--- src/sv/client_id_bitmap_allocator_assert.svh ---
// Assertion macros shared by the allocator RTL.
`ifndef CLIENT_ID_BITMAP_ALLOCATOR_ASSERT_SVH
`define CLIENT_ID_BITMAP_ALLOCATOR_ASSERT_SVH

// Same-cycle implication, checked outside reset.
`define CIDBA_ASSERT_NOW(lbl, clk, rstn, ante, cons) \
    lbl: assert property (@(posedge clk) disable iff (!rstn) (ante) |-> (cons)) \
        else $error("cidba: same-cycle check failed");

// Next-cycle implication, checked outside reset.
`define CIDBA_ASSERT_NEXT(lbl, clk, rstn, ante, cons) \
    lbl: assert property (@(posedge clk) disable iff (!rstn) (ante) |=> (cons)) \
        else $error("cidba: next-cycle check failed");

`endif

--- src/sv/cidba_pkg.sv ---
package cidba_pkg;

    localparam int ID_BITS    = 8;
    localparam int OUT_OCTETS = 32;

    localparam logic [1:0] ACT_FIND      = 2'd0;
    localparam logic [1:0] ACT_MARK_USED = 2'd1;
    localparam logic [1:0] ACT_MARK_FREE = 2'd2;

    // Map memory access request between the sequencer and the map RAM.
    typedef struct packed {
        logic rd_en;
        logic wr_en;
    } map_req_t;

    // Position of the lowest clear bit of an octet (caller checks one exists).
    function automatic logic [2:0] lowest_zero(input logic [7:0] octet);
        logic [2:0] pos;
        pos = 3'd0;
        for (int i = ID_BITS - 1; i >= 0; i--) begin
            if (!octet[i]) begin
                pos = 3'(i);
            end
        end
        return pos;
    endfunction

endpackage

--- src/sv/client_id_bitmap_allocator.sv ---
// Client identifier allocator over an in-use map of MAP_OCTETS octets (256 bits by default).
// Input channel s_*: one request per transaction. s_action selects find the
// lowest free id, mark s_target_id used, or mark s_target_id free.
// s_fixed_client starts a find at id 1, otherwise at DYNAMIC_FIRST_OCTET*8.
// Result channel m_*: exactly one transaction per request, in order.
// m_free_id carries the id found (0 otherwise), m_none_free flags a failed find.
// A find reads octets, one map read per cycle, until a clear bit shows up
// (at most LIMIT octets, the lesser of MAP_OCTETS and 32).
// A mark reads the target octet, then modifies and writes it back; an ignored
// request presents its result at the accepting edge itself if the output is free.
// Requests are handled one at a time: the next request is taken once the
// result has moved into the output register.
// Reset (aresetn low, synchronous) clears the map at once through per-octet
// valid bits and empties the output register; no clearing pass is needed.
// When the receiver stalls, the result waits in the output register while the
// next request is processed; that request then holds its result internally
// and takes no further request until the output register frees up.
module client_id_bitmap_allocator
    import cidba_pkg::*;
#(
    parameter int MAP_OCTETS          = 32,
    parameter int DYNAMIC_FIRST_OCTET = 4
) (
    input  logic       aclk,
    input  logic       aresetn,
    input  logic       s_valid,
    output logic       s_ready,
    input  logic [1:0] s_action,
    input  logic       s_fixed_client,
    input  logic [7:0] s_target_id,
    output logic       m_valid,
    input  logic       m_ready,
    output logic [7:0] m_free_id,
    output logic       m_none_free
);

    `include "client_id_bitmap_allocator_assert.svh"

    localparam int AW    = $clog2(MAP_OCTETS);
    // A find never looks past the octets an 8-bit id can name.
    localparam int LIMIT = (MAP_OCTETS < OUT_OCTETS) ? MAP_OCTETS : OUT_OCTETS;
    localparam bit DYN_OK = (DYNAMIC_FIRST_OCTET < LIMIT);
    localparam logic [AW-1:0] DYN_ADDR  = AW'(DYNAMIC_FIRST_OCTET);
    localparam logic [AW-1:0] LAST_ADDR = AW'(LIMIT - 1);

    localparam logic [1:0] ST_IDLE = 2'd0;
    localparam logic [1:0] ST_SCAN = 2'd1;
    localparam logic [1:0] ST_MARK = 2'd2;
    localparam logic [1:0] ST_DONE = 2'd3;

    logic [1:0]    state_reg,       state_next;
    logic [AW-1:0] op_addr_reg,     op_addr_next;
    logic [2:0]    bit_reg,         bit_next;
    logic          set_reg,         set_next;
    logic [7:0]    res_id_reg,      res_id_next;
    logic          res_none_reg,    res_none_next;
    logic          m_valid_reg,     m_valid_next;
    logic [7:0]    m_free_id_reg,   m_free_id_next;
    logic          m_none_free_reg, m_none_free_next;

    map_req_t      map_req;
    logic [AW-1:0] rd_addr;
    logic [7:0]    wr_data;
    logic [7:0]    rd_data;

    logic          fin;
    logic [7:0]    fin_id;
    logic          fin_none;
    logic          out_free;
    logic [7:0]    scan_octet;
    logic [7:0]    bit_mask;
    logic [15:0]   id_calc;
    logic          cid_in_map;

    cidba_map_ram #(
        .DEPTH (MAP_OCTETS),
        .AW    (AW)
    ) u_map (
        .aclk    (aclk),
        .aresetn (aresetn),
        .req     (map_req),
        .rd_addr (rd_addr),
        .wr_addr (op_addr_reg),
        .wr_data (wr_data),
        .rd_data (rd_data)
    );

    assign s_ready     = (state_reg == ST_IDLE);
    assign m_valid     = m_valid_reg;
    assign m_free_id   = m_free_id_reg;
    assign m_none_free = m_none_free_reg;
    assign out_free    = !m_valid_reg || m_ready;

    // Id 0 is reserved: treat its bit as always taken.
    assign scan_octet = rd_data | ((op_addr_reg == '0) ? 8'h01 : 8'h00);
    assign id_calc    = 16'(op_addr_reg) * 16'(ID_BITS) + 16'(lowest_zero(scan_octet));
    assign bit_mask   = 8'h01 << bit_reg;
    assign cid_in_map = (32'(s_target_id[7:3]) < MAP_OCTETS);

    always_comb begin
        state_next       = state_reg;
        op_addr_next     = op_addr_reg;
        bit_next         = bit_reg;
        set_next         = set_reg;
        res_id_next      = res_id_reg;
        res_none_next    = res_none_reg;
        m_valid_next     = m_valid_reg;
        m_free_id_next   = m_free_id_reg;
        m_none_free_next = m_none_free_reg;
        map_req          = '0;
        rd_addr          = op_addr_reg;
        wr_data          = set_reg ? (rd_data | bit_mask) : (rd_data & ~bit_mask);
        fin              = 1'b0;
        fin_id           = 8'h00;
        fin_none         = 1'b0;

        // Drop the held result once the receiver takes it.
        if (m_ready) begin
            m_valid_next = 1'b0;
        end

        unique case (state_reg)
            ST_IDLE: begin
                if (s_valid) begin
                    unique case (s_action) inside
                        ACT_FIND: begin
                            if (s_fixed_client || DYN_OK) begin
                                map_req.rd_en = 1'b1;
                                rd_addr       = s_fixed_client ? '0 : DYN_ADDR;
                                op_addr_next  = rd_addr;
                                state_next    = ST_SCAN;
                            end else begin
                                fin      = 1'b1;
                                fin_none = 1'b1;
                            end
                        end
                        ACT_MARK_USED, ACT_MARK_FREE: begin
                            if (cid_in_map) begin
                                map_req.rd_en = 1'b1;
                                rd_addr       = AW'(s_target_id[7:3]);
                                op_addr_next  = rd_addr;
                                bit_next      = s_target_id[2:0];
                                set_next      = (s_action == ACT_MARK_USED);
                                state_next    = ST_MARK;
                            end else begin
                                fin = 1'b1;
                            end
                        end
                        default: begin
                            fin = 1'b1;
                        end
                    endcase
                end
            end
            ST_SCAN: begin
                // Data for op_addr_reg is in; fetch the next octet if this one is full and not the last.
                if (scan_octet != 8'hFF) begin
                    fin    = 1'b1;
                    fin_id = id_calc[7:0];
                end else if (op_addr_reg == LAST_ADDR) begin
                    fin      = 1'b1;
                    fin_none = 1'b1;
                end else begin
                    map_req.rd_en = 1'b1;
                    rd_addr       = op_addr_reg + AW'(1);
                    op_addr_next  = rd_addr;
                end
            end
            ST_MARK: begin
                map_req.wr_en = 1'b1;
                fin           = 1'b1;
            end
            ST_DONE: begin
                if (out_free) begin
                    m_valid_next     = 1'b1;
                    m_free_id_next   = res_id_reg;
                    m_none_free_next = res_none_reg;
                    state_next       = ST_IDLE;
                end
            end
            default: begin
                state_next = ST_IDLE;
            end
        endcase

        // Deliver a finished result, or hold it until the output register frees.
        if (fin) begin
            if (out_free) begin
                m_valid_next     = 1'b1;
                m_free_id_next   = fin_id;
                m_none_free_next = fin_none;
                state_next       = ST_IDLE;
            end else begin
                res_id_next   = fin_id;
                res_none_next = fin_none;
                state_next    = ST_DONE;
            end
        end
    end

    always_ff @(posedge aclk) begin
        if (!aresetn) begin
            state_reg   <= ST_IDLE;
            m_valid_reg <= 1'b0;
        end else begin
            state_reg   <= state_next;
            m_valid_reg <= m_valid_next;
        end
    end

    always_ff @(posedge aclk) begin
        op_addr_reg     <= op_addr_next;
        bit_reg         <= bit_next;
        set_reg         <= set_next;
        res_id_reg      <= res_id_next;
        res_none_reg    <= res_none_next;
        m_free_id_reg   <= m_free_id_next;
        m_none_free_reg <= m_none_free_next;
    end

    `CIDBA_ASSERT_NOW(a_scan_in_range, aclk, aresetn, (state_reg == ST_SCAN), (32'(op_addr_reg) < LIMIT))
    `CIDBA_ASSERT_NOW(a_no_rd_wr_clash, aclk, aresetn, map_req.wr_en, !map_req.rd_en)
    `CIDBA_ASSERT_NOW(a_none_means_zero, aclk, aresetn, (m_valid && m_none_free), (m_free_id == 8'h00))
    `CIDBA_ASSERT_NEXT(a_one_at_a_time, aclk, aresetn, (s_valid && s_ready && (state_next != ST_IDLE)), !s_ready)

endmodule

--- src/sv/cidba_map_ram.sv ---
module cidba_map_ram
    import cidba_pkg::*;
#(
    parameter int DEPTH = 32,
    parameter int AW    = 5
) (
    input  logic          aclk,
    input  logic          aresetn,
    input  map_req_t      req,
    input  logic [AW-1:0] rd_addr,
    input  logic [AW-1:0] wr_addr,
    input  logic [7:0]    wr_data,
    output logic [7:0]    rd_data
);

    logic [7:0]       mem [DEPTH];
    logic [DEPTH-1:0] vld_reg;
    logic [7:0]       rd_data_reg;

    // Entries never written since reset read as all clear.
    always_ff @(posedge aclk) begin
        if (!aresetn) begin
            vld_reg <= '0;
        end else if (req.wr_en) begin
            vld_reg[wr_addr] <= 1'b1;
        end
    end

    always_ff @(posedge aclk) begin
        if (req.wr_en) begin
            mem[wr_addr] <= wr_data;
        end
    end

    always_ff @(posedge aclk) begin
        if (req.rd_en) begin
            rd_data_reg <= vld_reg[rd_addr] ? mem[rd_addr] : 8'h00;
        end
    end

    assign rd_data = rd_data_reg;

endmodule
--- config.mk ---
export PLATFORM = sky130hd
export DESIGN_NAME = client_id_bitmap_allocator
export DESIGN_NICKNAME = d
export VERILOG_FILES = /design/src/sv/cidba_pkg.sv /design/src/sv/client_id_bitmap_allocator.sv /design/src/sv/cidba_map_ram.sv
export VERILOG_INCLUDE_DIRS = /design/src /design/src/sv
export SDC_FILE = /design/constraint.sdc
export NUM_CORES = 1
export LEC_CHECK = 0
export BUFFER_PORTS_ARGS = -buffer_cell sky130_fd_sc_hd__buf_2
export CORE_MARGIN = 4
export CORE_UTILIZATION = 44
export CTS_BUF_LIST = sky130_fd_sc_hd__clkbuf_16
export DETAILED_ROUTE_END_ITERATION = 10
export SLEW_MARGIN = 30
export SYNTH_ARGS = -nofsm -noshare
export SYNTH_HDL_FRONTEND = slang
export SYNTH_SLANG_ARGS = --single-unit
export TNS_END_PERCENT = 1
--- constraint.sdc ---
create_clock -name aclk -period 7.2 [get_ports aclk]
set_input_delay 0.72 -clock aclk [delete_from_list [all_inputs] [get_ports aclk]]
set_output_delay 0.72 -clock aclk [all_outputs]
set_load 0.05 [all_outputs]
Word level (Yosys, flattened, before mapping)
Memory sizes are Yosys's and may differ from the RTL's. A register that Yosys moved wholly into a read port is not among the register bits.
Cells that the tools add are included.
- bits in registers: 62
- memory bits (writable): 256
- output and inout port bits: 11
- word-level logic and storage cells: 102
- memories: 1
- $add $sub $neg: 2
- magnitude comparators: 3
- equality and inequality tests: 10
- shift-type cells: 1
- muxes and demuxes: 56
- bitwise logic cells: 6
- reduce and logical (&&, ||, !) cells: 13
- memories (name ; depth ; bits a word ; read ports ; clocked after memory_dff ; write ports ; line ; RTL):
    u_map.mem ; 32 ; 8 ; 1 ; 1 ; 1 ; cidba_map_ram.sv:16 ; logic [7:0] mem [DEPTH];
- operators by type and width (cell ; number):
    2-to-1 mux 8 bit ; 7
    OR 32 bit ; 1
    2-to-1 mux 3 bit ; 9
    2-to-1 mux 1 bit ; 25
    one-hot mux 5 bit (2 select lines) ; 2
    2-to-1 mux 5 bit ; 3
    less-than comparator 5 x 6 -> 1 bit (second input constant) ; 2
    adder 8 x 3 -> 8 bit ; 1
    AND 8 bit ; 1
    2-to-1 mux 2 bit ; 4
    inequality test 8 bit (second input constant) ; 1
    NOT 8 bit ; 1
    OR 8 x 1 -> 8 bit ; 1
    OR 8 bit ; 1
    one-hot mux 2 bit (2 select lines) ; 2
    left shift 1 x 3 -> 8 bit (first input constant) ; 1
    == test 2 bit (second input constant) ; 3
    adder 5 x 1 -> 5 bit (second input constant) ; 1
    binary-select mux 1 bit (select 5 bit) ; 1
    demux 1 bit (select 5 bit) ; 1
    == test 5 bit (second input constant) ; 1
    >= comparator 5 x 1 -> 1 bit (second input constant) ; 1
    zero test 5 bit ; 1
    == test 2 x 1 -> 1 bit (second input constant) ; 2
    16 further kinds ; 18

Longest topological paths before layout
- depth after elaboration: 16
- mapped depth: 16
- depth with buffers taken out: 12

Modules after synthesis
From an unflattened synthesis, not the netlist that was laid out.
- cells, all modules: 794
- area, all modules: 13390.3 sq um
- modules (own cells, without submodules) (module ; instances ; cells each ; area an instance (sq um)):
    cidba_map_ram ; 1 ; 613 ; 11596.1
    client_id_bitmap_allocator ; 1 ; 181 ; 1794.2

Worst setup path after synthesis
No wires, ideal clock.
- path kind: input port to flip-flop
- start point: input s_action[1]
- end point: register u_map.rd_data_reg[5], in the netlist u_map.rd_data[5] (read register of u_map.mem) (data pin)
- library setup time: 0.170 ns
- data arrival time: 3.250 ns
- data required time: 7.030 ns
- setup slack: 3.780 ns
- cell stages on the path: 15
- buffers on the path: 3
- cell sequence: inv_1 > ha_1 > clkbuf_1 > nand2_1 > nand2_1 > o31a_1 > nand2_2 > inv_4 > buf_4 > a21oi_1 > a221oi_1 > nor4_1 > or4_1 > buf_2 > a311oi_2
- cells in the longest elaborated chain, start to end: 8
- RTL lines (element ; line ; RTL):
    from (decl) ; client_id_bitmap_allocator.sv:28 ; input logic [1:0] s_action,
    == test 2 x 1 -> 1 bit / == test 2 bit (equally long branches) ; - ;
    OR reduction 2 bit ; client_id_bitmap_allocator.sv:125 ; unique case (s_action) inside
    one-hot mux 5 bit (2 select lines) ; - ;
    2-to-1 mux 5 bit ; client_id_bitmap_allocator.sv:124 ; if (s_valid) begin
    one-hot mux 5 bit (2 select lines) ; client_id_bitmap_allocator.sv:122 ; unique case (state_reg)
    binary-select mux 1 bit (select 5 bit) ; cidba_map_ram.sv:37 ; rd_data_reg <= vld_reg[rd_addr] ? mem[rd_addr] : 8'h00;
    2-to-1 mux 1 bit (implied by the code) ; cidba_map_ram.sv:37 ;
    zero test 1 bit (no source line) ; - ;
    to (decl) ; cidba_map_ram.sv:18 ; logic [7:0] rd_data_reg;
Parallel ways exist; a longest one is shown, timed or not. The select of a mux whose other input is x is not followed.
A chain may end at the register's enable or synchronous reset.

Worst setup path after layout
- start point: register op_addr_reg[0]
- end point: register u_map.rd_data_reg[5], in the netlist u_map.rd_data[5] (read register of u_map.mem) (data pin)
- cells in the longest elaborated chain, start to end: 9
- RTL lines (element ; line ; RTL):
    from (decl) ; client_id_bitmap_allocator.sv:52 ; logic [AW-1:0] op_addr_reg, op_addr_next;
    from (signal assigned) ; client_id_bitmap_allocator.sv:212 ; op_addr_reg <= op_addr_next;
    zero test 5 bit ; client_id_bitmap_allocator.sv:95 ; assign scan_octet = rd_data | ((op_addr_reg == '0) ? 8'h01 : 8'h00);
    2-to-1 mux 1 bit ; client_id_bitmap_allocator.sv:95 ;
    OR 8 x 1 -> 8 bit ; client_id_bitmap_allocator.sv:95 ;
    inequality test 8 bit ; client_id_bitmap_allocator.sv:157 ; if (scan_octet != 8'hFF) begin
    2-to-1 mux 5 bit ; - ;
    one-hot mux 5 bit (2 select lines) ; client_id_bitmap_allocator.sv:122 ;
    binary-select mux 1 bit (select 5 bit) ; cidba_map_ram.sv:37 ;
    2-to-1 mux 1 bit (implied by the code) ; cidba_map_ram.sv:37 ;
    zero test 1 bit (no source line) ; - ;
Parallel ways exist; a longest one is shown, timed or not. The select of a mux whose other input is x is not followed.

==> summary.md <==
| Metric | Value |
|---|---|
| Vias in the first global route | `8,097` |
| Leading area contributor after synthesis | `edfxtp_1` |
| Pre-antenna DRT Iters | `5` |
| Tightest Pin Transition | `1046 ps` |
| Post-CTS Repair Setup Buffers | `0` |
| Fraction of registers with async set/reset | `0` |
| Register area share after synthesis | `0.6855` |
| Initial Utilization | `0.4446` |
| Final Max Tran Viols | `0` |
| Hold Buf Count CTS | `0` |
| Top cells by count, synth | `edfxtp_1, nand2_1, nor2_1, a21oi_1, mux2i_1` |
| # Max-Cap Violations | `0` |
| Total core area | `30,510 µm²` |
| Hold Crit Class | `input pin to flip-flop` |
| Kind of critical path | `flip-flop to flip-flop` |
| LEAKAGE | `5.109 nW` |
| Worst-path clk slew | `60 ps` |
| Total number of vias | `8,618` |
| Remaining global-route overflow | `0` |
| Minimum clock period | `5311 ps` |
| Pwr Density | `333.3 nW/µm²` |
| WHS Endpoint | `bit_reg[2]$_DFFE_PP_` |
| Worst stage delay on the critical path | `790 ps` |
| Yosys Warn Count | `0` |
| R2R cell count | `12` |
| Grt peak-use layer | `met2` |
| Rows | `64` |
| Final Hold Viols | `0` |
| Die height | `183.6 µm` |
| Status | `finished, final reports clean` |
| Post-synth top area share | `0.6132` |
| Fillers | `2,615` |
| Port Buffers | `25` |
| Largest net degree at the start of global routing | `72` |
| Htree depth | `2` |
| First-pass GRT wire length | `51,040 µm` |
| Die W | `183.6 µm` |
| DR vias/cell | `5.903` |
| CTS Sinks | `326` |
| CP Launch Type | `flip-flop` |
| Routability cong. | `0.8549` |
| Final setup fails | `0` |
| Crit path cell chain | `inv_1 -> ha_1 -> nor4b_4 -> o211ai_2 -> o31a_1 -> nand2_4 -> inv_4 -> a211oi_1 -> a311oi_1 -> a2111oi_0 -> or4_1 -> a311oi_2` |
| Routed Antenna Nets | `0` |
| Met2 usage | `0.3008` |
| DR WL/cell | `22.85 µm` |
| Most common cell in the netlist | `edfxtp_1` |
| Die Area | `33,700 µm²` |
| Root buf cell | `clkbuf_16` |
| Hold Slack | `419.7 ps` |
| Syn_area_per_cell | `13.20 µm²` |
| Cts repair resizes | `0` |
| Initial antenna violation count | `0` |
| Setup skew after layout | `20.00 ps` |
| # IOs | `26` |
| Area contributors post-synth | `edfxtp_1, dfxtp_1, nand2_1` |
| Ant. Diodes | `0` |
| Post-DP HPWL | `20,590 µm` |
| Period utilisation layout | `0.7376` |
| Synth Register Bits | `326` |
| Synth Flop Type | `edfxtp_1` |
| Grt met3 use | `0.03740` |
| Slew headroom | `0.3009` |
| Maximum clock rate | `0.1883 GHz` |
| RSZ-0062 raised after global routing | `no` |
| WHS Path Cells | `1` |
| EDFF count, synth | `277` |
| Slowest stage cell on the critical path | `inv_4` |
| R2r startpoint | `op_addr_reg[0]$_DFF_P_` |
| Critical Path End Type | `flip-flop` |
| Unique masters post-synth | `62` |
| DRC | `0` |
| TNS Setup | `0 ps` |
| FF-to-FF setup slack | `1890 ps` |
| Worst Min Path Start | `s_target_id[2]` |
| Worst Path Required | `7530 ps` |
| Met1 Use GR | `0.2865` |
| Later-pin clock latency in the skew report | `510 ps` |
| Ratio of cells with drive above 1 in the final layout | `0.1090` |
| Synth-to-Final Area Change | `11.20%` |
| DRT Wirelength | `33,360 µm` |
| Post-Synthesis Cells | `1,028` |
| DRT iter0 DRCs | `934` |
| CTS tree | `yes` |
| Max reg flops | `256` |
| Worst-path maximum fanout | `71` |
| Nets | `1,061` |
| Gr usage total | `0.1960` |
| Number of CTS-inserted buffers | `34` |
| Mapped Area | `13,570 µm²` |
| Clk buf depth | `3` |
| Syn_nets | `1,050` |
| Arrival @ worst endpoint | `5650 ps` |
| Reg2reg end | `u_map.rd_data[5]$_SDFFCE_PN0P_` |
| Worst vdd ir | `0.0001467 V` |
where the power goes:
group / internal, mW / switching, mW
clock: 0.987 / 0.697
combinational: 0.310 / 0.764
sequential: 2.20 / 0.0722
placed cells by master, fill, tap and decap left out, drive strengths merged, types with 5 or more instances in the layout:
cell       n
edfxtp   277
nand2    174
nor2      69
a21oi     64
mux2i     51
dfxtp     49
clkbuf    35
buf       35
o21a      32
inv       23
a21boi    16
a32o      16
a32oi     16
nand3     15
a31oi     15
a2111oi   15
a22o      14
nor3      12
a311o     12
clkinv    12
mux2      11
a22oi     11
o22ai      8
ha         7
and3       6
o21ai      6
a211oi     6
nand3b     5
a221oi     5
stage by stage:
step	utilization	cell area [µm²]	setup slack [ps]	power [mW]	instances
after CTS	0.4940	15070	1969	5.046	1460
after global placement	0.4585	13990	2120	3.363	1399
after floorplan	-	13570	3780	3.027	1028
after detailed placement	0.4590	14000	2015	3.375	1399
after global routing	0.4944	15080	1497	5.225	1460
final	0.4944	15080	1889	5.027	1460
worst max path at each step:
stage | from | depth (start not counted) | endpoint | slack [ps]
2_1_floorplan | s_action[1] | 15 | u_map.rd_data[5]$_SDFFCE_PN0P_ | 3780
3_3_place_gp | s_action[0] | 13 | u_map.rd_data[6]$_SDFFCE_PN0P_ | 2120
3_5_place_dp | op_addr_reg[0]$_DFF_P_ | 12 | u_map.rd_data[5]$_SDFFCE_PN0P_ | 2020
4_1_cts | op_addr_reg[0]$_DFF_P_ | 12 | u_map.rd_data[5]$_SDFFCE_PN0P_ | 1970
5_1_grt | op_addr_reg[0]$_DFF_P_ | 12 | u_map.rd_data[5]$_SDFFCE_PN0P_ | 1500
6_report | op_addr_reg[0]$_DFF_P_ | 12 | u_map.rd_data[5]$_SDFFCE_PN0P_ | 1890
worst max-delay path, delay by kind of cell, from the launching register on:
| kind | cells | cell delay, ps |
|---|---|---|
| buffers and inverters | 2 | 1070 |
| AO/OA/AOI/OAI | 6 | 1710 |
| AND/OR/NAND/NOR | 3 | 1390 |
| adder cells (fa/ha/maj) | 1 | 290 |
| flip-flops | 1 | 620 |
cells by family after synthesis:
logic type      synth area share
flops                     0.6855
compound gates            0.1383
buf+inv                  0.02453
fa+ha+maj               0.006456
simple gates             0.09851
mux                      0.04676
routing by layer:
metal  vias up  share of wire
li1       3962              -
met1      4207           0.44
met2       389           0.45
met3        60          0.080
met4         0          0.029
met5         -              0
cell type report:
cell class / count / area, µm² / share of cell area
sequential: 326 / 9299 / 0.6165
clock buffer: 35 / 875.8 / 0.05806
multi-input combinational: 629 / 3970 / 0.2632
inverter: 13 / 53.80 / 0.003567
timing repair buffer: 35 / 200.2 / 0.01327
tap: 396 / 495.5 / 0.03285
clock inverter: 26 / 190.2 / 0.01261
No activity file was read; power rests on OpenSTA's default activity.
